==> src/hw/rtl/assert_macros.svh <==
// Assertion helpers
`ifndef ASSERT_MACROS_SVH
`define ASSERT_MACROS_SVH

// combinational property, sampled on each clock edge
`define ASSERT_CHK(lbl, clk, rst_n, prop, msg) \
    lbl: assert property (@(posedge clk) disable iff (!(rst_n)) (prop)) else $error(msg);

// antecedent implies consequent in the next cycle
`define ASSERT_NEXT(lbl, clk, rst_n, ante, cons, msg) \
    lbl: assert property (@(posedge clk) disable iff (!(rst_n)) (ante) |=> (cons)) \
        else $error(msg);

`endif

==> src/hw/rtl/sed_pkg.sv <==
package sed_pkg;

    localparam int CAPACITY      = 32;
    localparam int HOUR_W        = 5;
    localparam int MIN_W         = 6;
    localparam int KEY_W         = 11;
    localparam int DESC_WORD_W   = 64;
    localparam int DESC_WORDS    = 5;
    localparam int DESC_W        = DESC_WORD_W * DESC_WORDS;
    localparam int STATUS_W      = 3;
    localparam int FIELDS_W      = HOUR_W + MIN_W + DESC_W;
    localparam int TDATA_W       = ((FIELDS_W + 7) / 8) * 8;
    localparam logic [KEY_W-1:0] MIN_PER_HOUR = KEY_W'(60);

    typedef enum logic {
        CMD_INSERT = 1'b0,
        CMD_DRAIN  = 1'b1
    } t_cmd;

    typedef enum logic [STATUS_W-1:0] {
        ST_INSERTED = 3'd0,
        ST_DUP      = 3'd1,
        ST_FULL     = 3'd2,
        ST_ENTRY    = 3'd3,
        ST_EMPTY    = 3'd4
    } t_status;

    typedef enum logic {
        S_IDLE  = 1'b0,
        S_DRAIN = 1'b1
    } t_state;

    // desc holds word 0 in the top bits so a plain unsigned compare orders it
    typedef struct packed {
        logic [HOUR_W-1:0] hour;
        logic [MIN_W-1:0]  minute;
        logic [DESC_W-1:0] desc;
    } t_entry;

    typedef struct packed {
        logic   valid;
        logic   gt;
        t_entry entry;
    } t_link;

    typedef struct packed {
        logic insert;
        logic shift;
    } t_cell_ctl;

    function automatic logic [KEY_W-1:0] f_key(input logic [HOUR_W-1:0] hour,
                                               input logic [MIN_W-1:0]  minute);
        f_key = KEY_W'(hour) * MIN_PER_HOUR + KEY_W'(minute);
    endfunction

endpackage

==> src/hw/rtl/sed_cell.sv <==
module sed_cell import sed_pkg::*; (
    input  logic             i_clk,
    input  logic             i_rst_n,
    input  t_cell_ctl        i_ctl,
    input  t_entry           i_new,
    input  logic [KEY_W-1:0] i_new_key,
    input  t_link            i_prev,
    input  t_link            i_next,
    output t_link            o_link,
    output logic             o_eq
);

    logic             r_valid;
    logic             n_valid;
    t_entry           r_entry;
    t_entry           n_entry;
    logic [KEY_W-1:0] w_key;
    logic             w_gt;

    always_comb begin
        w_key = f_key(r_entry.hour, r_entry.minute);
        w_gt  = r_valid && ((w_key > i_new_key) ||
                            ((w_key == i_new_key) && (r_entry.desc > i_new.desc)));
        o_eq  = r_valid && (w_key == i_new_key) && (r_entry.desc == i_new.desc);
        o_link.valid = r_valid;
        o_link.gt    = w_gt;
        o_link.entry = r_entry;
    end

    always_comb begin
        n_valid = r_valid;
        n_entry = r_entry;
        if (i_ctl.shift) begin
            n_valid = i_next.valid;
            n_entry = i_next.entry;
        end else if (i_ctl.insert && (!r_valid || w_gt)) begin
            if (i_prev.gt) begin
                n_valid = 1'b1;
                n_entry = i_prev.entry;
            end else if (i_prev.valid) begin
                n_valid = 1'b1;
                n_entry = i_new;
            end
        end
    end

    always_ff @(posedge i_clk) begin
        if (!i_rst_n) begin
            r_valid <= 1'b0;
        end else begin
            r_valid <= n_valid;
        end
    end

    always_ff @(posedge i_clk) begin
        r_entry <= n_entry;
    end

endmodule
==> config.mk <==
export PLATFORM = sky130hd
export DESIGN_NAME = sed_cell
export DESIGN_NICKNAME = d
export VERILOG_FILES = /design/src/hw/rtl/assert_macros.svh /design/src/hw/rtl/sed_pkg.sv /design/src/hw/rtl/sed_cell.sv
export SDC_FILE = /design/constraint.sdc
export NUM_CORES = 1
export LEC_CHECK = 0
export ABC_AREA = 1
export BUFFER_PORTS_ARGS = -buffer_cell sky130_fd_sc_hd__clkbuf_2
export CAP_MARGIN = 10
export CELL_PAD_IN_SITES_DETAIL_PLACEMENT = 1
export CELL_PAD_IN_SITES_GLOBAL_PLACEMENT = 1
export CORE_AREA = 3 3 519 521
export CTS_BUF_LIST = sky130_fd_sc_hd__clkbuf_4 sky130_fd_sc_hd__clkbuf_8 sky130_fd_sc_hd__clkbuf_16
export DETAILED_ROUTE_END_ITERATION = 7
export DIE_AREA = 0 0 522 524
export PLACE_DENSITY_LB_ADDON = 0.12
export RECOVER_POWER = 25
export SYNTH_ARGS = -nofsm -noshare
export SYNTH_HDL_FRONTEND = slang
export SYNTH_SLANG_ARGS = --single-unit
==> constraint.sdc <==
create_clock -name i_clk -period 13.89 [get_ports i_clk]
set_input_delay 0.6945 -clock i_clk [delete_from_list [all_inputs] [get_ports i_clk]]
set_output_delay 0.6945 -clock i_clk [all_outputs]
set_load 0.03 [all_outputs]
### Word level (Yosys, flattened, before mapping)

Cells that the tools add are included.

* equality and inequality tests: 2
* muxes and demuxes: 8
* $mul: 1
* add/sub/neg operators: 1
* reduce and logical (&&, ||, !) cells: 11
* $lt $le $gt $ge: 2

Operator list (number)
* 331-bit two-way mux: 4
* 320-bit == test: 1
* 320-bit greater-than comparator: 1
* 11-bit by 6-bit adder with 11-bit output: 1
* 11-bit == test: 1
* 11-bit greater-than comparator: 1
* 5-bit by 4-bit multiplier with 9-bit output, second input constant: 1
* 1-bit logical AND: 5
* 1-bit two-way mux: 4
* 3-bit nonzero test: 1
* 1-bit logical OR: 2
* 2-bit AND reduction: 1
* 2-bit nonzero test: 1
* 1-bit logical NOT: 1

* bits of input ports: 1012
* register bits: 332

### Logic depth before layout (Yosys ltp)

Gate-level depths: netlist of run 1.

* word-level depth: 10
* gate-level depth with buffers: 26

### Worst setup path after synthesis of run 1

Ideal clock, no wire load.

* kind: register to register
* start: reg r_entry (netlist bit o_link[326])
* end: reg r_entry (netlist bit o_link[0]), enable pin
* arrival: 9514 ps
* stages on the path, launching flop included: 23
* required time: 11443 ps
* path slack: 1929 ps
* period minus slack after synthesis: 11961 ps
* setup time: 2447 ps
* cell sequence: edfxtp_1 fa_1 inv_1 fa_1 fa_1 inv_1 ha_1 a21oi_1 inv_1 a31oi_1 nor2_1 inv_1 nor3_1 nand2_1 xnor2_1 ha_1 nand2_1 nor3_1 nand4_1 nand2_1 nand3_2 nand2_2 nand2_1

* cells in the longest elaborated chain, start to end: 10

RTL lines
* start, declared: line sed_cell.sv:15 `t_entry r_entry;`
* start signal, assigned: line sed_cell.sv:56 `r_entry <= n_entry;`
* 5-bit by 4-bit multiplier with 9-bit output *: line sed_pkg.sv:53 `f_key = KEY_W'(hour) * MIN_PER_HOUR + KEY_W'(minute);`
* 11-bit by 6-bit adder with 11-bit output *: line sed_pkg.sv:53
* branches (longest 2 deep; another with 11-bit greater-than comparator)
* 1-bit logical OR *: line sed_cell.sv:22 `w_gt = r_valid && ((w_key > i_new_key) ||`
* 1-bit logical AND *: line sed_cell.sv:22
* 1-bit logical OR *: line sed_cell.sv:36 `end else if (i_ctl.insert && (!r_valid || w_gt)) begin`
* 1-bit logical AND *: line sed_cell.sv:36
* 2-bit nonzero test (no source line) *
* 2-bit AND reduction (no source line) *

Every way passes the cells marked *.
A chain may end at the register's enable or synchronous reset.

==> results of run 1 <==
## flip-flops by register name, indices dropped and copies added, names as in the netlist
register	flops
r_valid	1
o_link	331
## per-stage QoR
stage               setup slack [ps]  instances  hold WS [ps]  utilization [%]
floorplan                       1930       3337           565                -
global placement                6660       8098           639             13.9
detailed placement              6710       8098           632             13.9
CTS                             6700       8204           207             14.6
global route                    5880       8220           253             14.5
finish                          6510       8232           311             14.5
## layer usage
| metal | track usage, % | vias to the layer above |
|---|---|---|
| met5 | 0 | - |
| met4 | 4.13 | 94 |
| met3 | 6.67 | 281 |
| met2 | 25.3 | 991 |
| met1 | 14.9 | 13376 |
| li1 | - | 13843 |
## layout by cell type (no fill, tap or decap), drive strengths merged
cell type / netlist / layout
clkbuf: 124 / 1418
a21oi: 833 / 833
nand2: 667 / 667
nor2: 423 / 423
inv: 419 / 419
ha: 347 / 347
edfxtp: 331 / 331
o21ai: 41 / 41
buf: 24 / 33
diode: 0 / 28
clkinv: 1 / 28
nand4: 25 / 25
o21a: 22 / 22
nand3: 21 / 21
nor3: 16 / 16
a21o: 8 / 8
fa: 8 / 8
xnor2: 7 / 7
nor4: 4 / 4
o21bai: 4 / 4
a31oi: 2 / 2
xor2: 2 / 2
bufinv: 0 / 2
and2: 2 / 2
clkinvlp: 0 / 2
nor3b: 1 / 1
and3b: 1 / 1
nor2b: 1 / 1
a21boi: 1 / 1
or2: 1 / 1
dfxtp: 1 / 1
## power breakdown
part | switching (mW) | internal [mW]
logic | 1.23 | 0.531
clock network | 0.640 | 0.832
registers | 0.128 | 1.31
total | 1.99 | 2.67
## final timing paths
kind	slack, ps	endpoint
setup reg to reg	6860	o_link[181]
hold / removal	310	o_link[264]
setup / recovery	6510	o_link[70]
hold reg to reg	630	r_valid
## cell type report
class | count | area (µm²) | share of cell area [%]
Sequential cell | 332 | 9960 | 25.9
Inverter | 420 | 1590 | 4.13
Antenna cell | 28 | 70.1 | 0.182
Tap cell | 3533 | 4420 | 11.5
Clock buffer | 75 | 1580 | 4.11
Clock inverter | 31 | 221 | 0.576
Timing Repair Buffer | 1376 | 6760 | 17.6
Multi-Input combinational cell | 2437 | 13800 | 36.0
## worst max-delay path, stage by stage
cell and delay, ps:
buf_8 300, clkinvlp_2 3710, clkbuf_1 2020, nand2_1 720, a21oi_1 200
## cell families (layout without fill, tap and decap cells)
family,after synthesis,count (layout),synth area share (%)
other,0,28,0
AO/OA/AOI/OAI,911,911,17.9
flip-flops,332,332,38.4
XOR/XNOR,9,9,0.304
AND/OR/NAND/NOR,1162,1162,17.8
buffers and inverters,568,1902,8.28
adder cells (fa/ha/maj),355,355,17.3
==> flow_summary.json, run 1 <==
{
  "holdCritStartpoint": "i_next[264]",
  "synth.distinct_cells": 40,
  "drtIter0Drc": 875,
  "wirelength_um": 204000,
  "period_share_pct": 53.2,
  "synth_most_common_cell": "a21oi_1",
  "fin_area_um2": 38400,
  "dieArea_um2": 274000,
  "die_y_um": 524,
  "cp-end-kind": "flop",
  "clock-root-buffer": "clkbuf_16",
  "synthFlopType": "edfxtp_1",
  "crit_fanout": 87,
  "place_area_um2": 36900,
  "worstPathArrival_ps": 7800,
  "synthTopCellsByCount": "832 x a21oi_1, 660 x nand2_1, 417 x inv_1",
  "start_kind": "input port",
  "m1WireLength_um": 76300,
  "synth_area_leaders": "edfxtp_1 38%, ha_1 17%, a21oi_1 16%",
  "grt.overflow.total": 0,
  "cts_hold_buffers": 0,
  "syn_inst": 3337,
  "core_um2": 265000,
  "tightestPinTransition_ps": 4780,
  "firstDrtPassIters": 5,
  "nNetsFinal": 5991,
  "port_buffers": 1344,
  "setup_violations": 0,
  "fp.dieW_um": 522,
  "hold_viol": 0,
  "hold_class": "in2reg",
  "power_leakage_nw": 18.1,
  "violations": "max-capacitance violations, max-slew violations",
  "status": "complete, but fails checks",
  "synth_edf_count": 331,
  "routed.top_layer": "met5",
  "drc": 0,
  "first_global_vias": 31735,
  "yosysWarnings": 0,
  "cts.repair.resized": 0,
  "skew_ps": 38.6,
  "ir_drop_mv": 0.0844,
  "worstSkewPairLatency_ps": 700,
  "dp_hpwl_um": 172000,
  "max_freq_ghz": 0.135,
  "grt_setup_unrepaired": "false",
  "post_route_cells_drive_above_1_share_pct": 27.4,
  "cts_buffers": 57,
  "vias_per_cell": 3.47,
  "ant_nets": 0,
  "row_count": 189,
  "fin_crit_ps": 7380,
  "area_growth_pct": 48.1,
  "n_fill_cell": 32092,
  "cts_tree": "yes",
  "yosysTopAreaCell": "edfxtp_1",
  "syn_avg_cell_area_um2": 7.78,
  "hold_depth": 3,
  "crit_type": "in2reg",
  "maxSlewViolCount": 141,
  "antenna_found_initial": 99,
  "async_reset_ff_share_pct": 0,
  "wl_met3_um": 21000,
  "track_usage_pct": 14.2,
  "timing.rr.start": "o_link[326]",
  "h-tree-depth": 2,
  "drt-wirelength-per-cell_um": 24.8,
  "report.power.total_mw": 4.67,
  "syn_nets": 4704,
  "synth_top_area_share_pct": 38.3,
  "grt_pass1_wl_um": 269000,
  "powerDensity_nw_per_um2": 121,
  "drv_cap": 2,
  "post_cts.repair.setup_buffers": 0,
  "place_congestion": 0.819,
  "io_pins": 1346,
  "max-slew-margin-rel_pct": -221,
  "required_ps": 14310,
  "dr_wl_met2_um": 100000,
  "clk_path_buf_depth": 3,
  "fin_setup_tns_ps": 0,
  "initial_core_util_pct": 9.79,
  "worstRegToRegCells": 25,
  "syn_area_um2": 25900,
  "ys_seq_area_share_pct": 38.4,
  "clkTransAtPathRegs_ps": 70,
  "cts_sinks": 332,
  "vias": 28585,
  "synth_seq_cells": 332,
  "startpoint": "i_prev[331]",
  "grt_max_degree": 97
}
No activity file was read; power rests on OpenSTA's default activity.
==> inputs of run 2 (changes only) <==
Settings changed: ABC_AREA 1 to 0, CORE_AREA 3 3 519 521 to 3 3 518 520, DIE_AREA 0 0 522 524 to 0 0 521 523.
Clock period 13.89 ns to 6.9 ns, I/O delays scaled along.
==> flow_summary.json, run 2 <==
{
  "status": "complete, but fails checks",
  "violations": "max-capacitance violations, max-slew violations",
  "hold_ws_ps": 63.9,
  "hold_viol": 0,
  "firstDrtPassIters": 4,
  "syn_inst": 2744,
  "syn_avg_cell_area_um2": 9.45,
  "antenna_found_initial": 92,
  "wl_met3_um": 16100,
  "routed.top_layer": "met5",
  "final_common_cell": "clkbuf_2",
  "clock-root-buffer": "clkbuf_16",
  "clk_path_buf_depth": 3,
  "synth_top_area_share_pct": 38.3,
  "ir_drop_mv": 0.245,
  "crit_chain": "fa_1, inv_1, fa_1, fa_1, inv_1, ha_4, nand2b_1, a21oi_2, nand3_1, xnor2_1, ha_1, nand4_1, nor4_2, buf_4, o211ai_1, a221oi_2, buf_4, o2111ai_4, nor3_2, nor2_1, buf_2",
  "drv_cap": 4,
  "hold_class": "in2reg",
  "cp-end-kind": "primary output",
  "fp.dieW_um": 521,
  "max_freq_ghz": 0.158,
  "die_y_um": 523,
  "ys_seq_area_share_pct": 38.4,
  "syn_area_um2": 25900,
  "place_congestion": 0.815,
  "synth_area_leaders": "edfxtp_1 38%, ha_1 17%, mux2i_1 13%",
  "synthTopCellsByCount": "408 x nand2_1, 367 x inv_1, 347 x ha_1",
  "ant_nets": 0,
  "cts_sinks": 332,
  "period_share_pct": 91.6,
  "syn_nets": 4111,
  "initial_core_util_pct": 9.80,
  "fin_area_um2": 44200,
  "p_sw_mw": 6.71,
  "grt.overflow.total": 0,
  "fin_crit_ps": 6320,
  "vias": 28219,
  "synth_seq_cells": 332,
  "power_frac_comb_pct": 51.6,
  "synth_edf_count": 331,
  "cts_buffers": 57,
  "synth_most_common_cell": "nand2_1",
  "wirelength_um": 200000,
  "internal_power_mw": 7.27,
  "setup_violations": 0,
  "post_route_cells_drive_above_1_share_pct": 30.0,
  "cp_common_cell": "fa_1",
  "synth.distinct_cells": 61,
  "grt_max_degree": 149,
  "max_stage_delay_ps": 570,
  "grt_setup_unrepaired": "false",
  "crit_fanout": 3,
  "dp_hpwl_um": 175000,
  "h-tree-depth": 2,
  "first_global_vias": 31040,
  "setup_ws_ps": 582,
  "area_growth_pct": 70.4,
  "dieArea_um2": 272000,
  "maxSlewViolCount": 195,
  "cts_tree": "yes",
  "tightestPinTransition_ps": 4730,
  "synthFlopType": "edfxtp_1",
  "most-common-layout-cells": "1214 x clkbuf_2, 520 x dlygate4sd3_1, 408 x nand2_1",
  "io_pins": 1346,
  "drtIter0Drc": 924,
  "powerDensity_nw_per_um2": 316,
  "path_delay_family": "adder cells",
  "power.share.sequential_pct": 27.1,
  "worstPathArrival_ps": 5970,
  "grt_pass1_wl_um": 264000,
  "m1WireLength_um": 80400,
  "dr_wl_met2_um": 96900,
  "crit_buf_inv": 5,
  "async_reset_ff_share_pct": 0,
  "track_usage_pct": 14.1,
  "drt-wirelength-per-cell_um": 24.4,
  "yosysWarnings": 0,
  "drc": 0,
  "slowest_stage": "fa_1",
  "place_area_um2": 37200,
  "skew_ps": 39.8,
  "worstSkewPairLatency_ps": 690,
  "yosysTopAreaCell": "edfxtp_1",
  "swShare_pct": 48.0,
  "required_ps": 6550,
  "nNetsFinal": 5963,
  "clkTransAtPathRegs_ps": 60,
  "power_leakage_nw": 21.0,
  "start_kind": "flop",
  "pre_cts_ws_ps": 570,
  "max-slew-margin-rel_pct": -215,
  "row_count": 189,
  "core_um2": 265000,
  "largest_reg_flops": 331,
  "crit_type": "reg2out",
  "port_buffers": 1344,
  "vias_per_cell": 3.44,
  "p_clk_share_pct": 21.3
}
[run 2: through the flow]
| stage | power [mW] | TNS, ps | utilization (%) | cells |
|---|---|---|---|---|
| detailed placement | 11.1 | 0 | 14.1 | 7547 |
| global route | 15.2 | 0 | 16.7 | 8195 |
| CTS | 14.5 | 0 | 16.7 | 8170 |
| finish | 14.0 | 0 | 16.7 | 8203 |
| global placement | 11.1 | 0 | 14.1 | 7547 |
| floorplan | 7.85 | -1737760 | - | 2744 |
[run 2: what timing repair did]
item,in CTS,in global routing
hold endpoints to repair,304,0
resized for setup,0,7
setup endpoints to repair,0,1
buffers inserted,0,3
hold buffers,520,0
[run 2: final cells by class]
class / instances / area (µm²)
fill: 31421 / 220000
inverter: 367 / 1380
clock buffer: 73 / 1560
timing repair buffer: 1906 / 12300
clock inverter: 30 / 264
antenna: 30 / 75.1
sequential: 332 / 9960
tap: 3533 / 4420
multi-input combinational: 1932 / 14300
[run 2: worst paths after layout]
path | start | endpoint | slack [ps] | depth (start not counted)
hold reg to reg | r_valid | r_valid | 510 | 2
hold / removal | i_next[256] | o_link[256] | 60 | 3
setup reg to reg | o_link[326] | o_link[229] | 830 | 22
setup / recovery | o_link[326] | o_link[331] | 580 | 21
[run 2: cell families after synthesis]
family | after synthesis | share of synthesized area [%]
AND/OR/NAND/NOR | 614 | 10.9
adder cells (fa/ha/maj) | 355 | 17.4
buffers and inverters | 480 | 7.01
XOR/XNOR | 11 | 0.372
flip-flops | 332 | 38.4
AO/OA/AOI/OAI | 621 | 13.2
multiplexers | 331 | 12.8
[run 2: worst register-to-register path, stage by stage (launching register included)]
cell	delay [ps]
edfxtp_1	480
fa_1	570
inv_1	60
fa_1	500
fa_1	500
inv_1	60
ha_4	270
nand2b_1	60
a21oi_2	180
nand3_1	120
xnor2_1	160
ha_1	340
nand4_1	180
nor4_2	290
buf_4	180
o211ai_1	220
a221oi_2	350
buf_4	190
o2111ai_4	150
nor4_4	230
nor3_4	100
buf_12	190
buf_12	320
[run 2: power groups by stage]
stage	Clock (mW)	Combinational (mW)	Sequential (mW)
after global placement	0	7.23	3.85
after detailed placement	0	7.19	3.87
after floorplan	0	2.72	5.13
final	2.98	7.21	3.79
after global routing	3.21	8.05	3.89
after CTS	3.18	7.53	3.83
[run 2: layer usage]
| metal | GRT usage (%) | vias to the layer above |
|---|---|---|
| met5 | 0 | - |
| met4 | 4.73 | 66 |
| met3 | 5.06 | 254 |
| met2 | 24.5 | 1000 |
| met1 | 15.9 | 13309 |
| li1 | - | 13590 |
==> inputs of run 3 (changes only) <==
Settings changed: ABC_AREA 0 to 1, CORE_AREA 3 3 518 520 to 3 3 519 521, DIE_AREA 0 0 521 523 to 0 0 522 524.
==> flow_summary.json, run 3 (synthesis gave the netlist of run 1 again) <==
{
  "dp_hpwl_um": 172000,
  "cp_common_cell": "inv_1",
  "status": "complete, but fails checks",
  "report.power.total_mw": 9.57,
  "drtIter0Drc": 1187,
  "drc": 0,
  "grt_pass1_wl_um": 273000,
  "powerDensity_nw_per_um2": 222,
  "cts_sinks": 332,
  "worstPathArrival_ps": 6150,
  "place_area_um2": 36900,
  "reg2reg_setup_slack_ps": 1080,
  "timing.rr.start": "o_link[326]",
  "antenna_found_initial": 68,
  "hold_viol": 0,
  "drv_cap": 4,
  "fin_crit_ps": 5820,
  "nNetsFinal": 6466,
  "final_common_cell": "clkbuf_2",
  "endpoint": "o_link[125]",
  "period_share_pct": 84.4,
  "vias": 30520,
  "drt-wirelength-per-cell_um": 23.6,
  "most-common-layout-cells": "1160 x clkbuf_2, 832 x a21oi_1, 659 x nand2_1",
  "fp.dieW_um": 522,
  "finalNonFillerCells": 8693,
  "vias_per_cell": 3.51,
  "start_kind": "flop",
  "dp_cells": 8099,
  "first_global_vias": 33382,
  "clkTransAtPathRegs_ps": 60,
  "startpoint": "o_link[326]",
  "post_cts.repair.setup_buffers": 0,
  "setup_violations": 0,
  "required_ps": 7220,
  "pre_cts_ws_ps": 974,
  "area_growth_pct": 66.4,
  "max_stage_delay_ps": 590,
  "fin_area_um2": 43200,
  "max-slew-margin-rel_pct": -236,
  "grt.overflow.total": 0,
  "grt_max_degree": 130,
  "crit_chain": "fa_1, inv_1, fa_1, fa_1, inv_1, ha_1, a21oi_1, inv_1, a31oi_1, nor2_1, inv_1, nor3_1, nand2_1, xnor2_1, ha_1, nand2_1, nor3_1, nand4_1, nor2b_4, nand2_2, nand3_2, nand2_2, nand2_8, buf_4",
  "crit_type": "reg2reg",
  "skew_ps": 50.1,
  "max_freq_ghz": 0.172,
  "finish.utilization_pct": 16.3,
  "crit_fanout": 40,
  "core_um2": 265000,
  "power_leakage_nw": 20.1,
  "hold_ws_ps": 75.5,
  "cp-end-kind": "flop",
  "firstDrtPassIters": 4,
  "die_y_um": 524,
  "port_buffers": 1344,
  "track_usage_pct": 14.3,
  "post_route_cells_drive_above_1_share_pct": 25.4,
  "cts_buffers": 53,
  "violations": "max-capacitance violations, max-slew violations",
  "place_congestion": 0.832,
  "slowest_stage": "fa_1",
  "cts_tree": "yes",
  "row_count": 189,
  "largest_reg_flops": 331,
  "hold_class": "in2reg",
  "fin_setup_tns_ps": 0,
  "h-tree-depth": 2,
  "dieArea_um2": 274000,
  "ant_nets": 0,
  "tightestPinTransition_ps": 5040,
  "clk_path_buf_depth": 3,
  "io_pins": 1346,
  "clock-root-buffer": "clkbuf_16",
  "r2r_end": "o_link[125]",
  "maxSlewViolCount": 371,
  "initial_core_util_pct": 9.79,
  "cts_hold_buffers": 478,
  "cts.repair.resized": 0,
  "worstRegToRegCells": 24,
  "grt_setup_unrepaired": "false",
  "worstSkewPairLatency_ps": 690,
  "setup_ws_ps": 1080,
  "ir_drop_mv": 0.201,
  "wirelength_um": 205000
}
[run 3: cell types whose count changed in the layout (fill, tap and decap cells not counted), sizes merged, moves of 16 or more]
| cell | change |
|---|---|
| nand2 | +259 |
| o21ai | -349 |
| a21o | -26 |
| nand4 | -48 |
| inv | +52 |
| dlygate4sd3 | -42 |
| o21a | +20 |
| nor2 | +397 |
| a21oi | +695 |
| mux2i | -331 |
| nor4 | -16 |
[run 3: power breakdown]
group          switching [mW]  internal (mW)
combinational            2.56           1.34
clock                    1.21           1.58
sequential              0.258           2.63
[run 3: cell type report]
cell class                      count  area (µm²)
Fill cell                       32012      222000
Multi-Input combinational cell   2437       13900
Timing Repair Buffer             1855       11600
Sequential cell                   332        9960
Tap cell                         3533        4420
Inverter                          420        1590
Clock buffer                       62        1390
Clock inverter                     33         289
Antenna cell                       21        52.6
[run 3: worst min-delay path by stage]
| stage | startpoint | cells past startpoint | slack, ps | end |
|---|---|---|---|---|
| detailed placement | r_valid | 4 | 660 | r_valid |
| global placement | r_valid | 4 | 660 | r_valid |
| finish | i_next[157] | 3 | 80 | o_link[157] |
| floorplan | i_rst_n | 3 | 540 | r_valid |
| global route | i_next[66] | 3 | 30 | o_link[66] |
| CTS | i_new[60] | 3 | 0.08 | o_link[60] |
[run 3: worst max-delay path, delay by kind of cell (launching register included)]
| family | cells | cell delay, ps |
|---|---|---|
| XOR/XNOR | 1 | 160 |
| AO/OA/AOI/OAI | 2 | 140 |
| AND/OR/NAND/NOR | 11 | 1660 |
| flip-flops | 1 | 460 |
| buffers and inverters | 5 | 760 |
| adder cells (fa/ha/maj) | 5 | 2220 |
[run 3: layer usage]
metal	GRT usage [%]	vias to the layer above	share of wire [%]
met5	0	-	0.20
met4	3.14	64	2.2
met2	25.9	983	50
met3	5.22	211	8.5
met1	15.8	14481	39
li1	-	14781	-
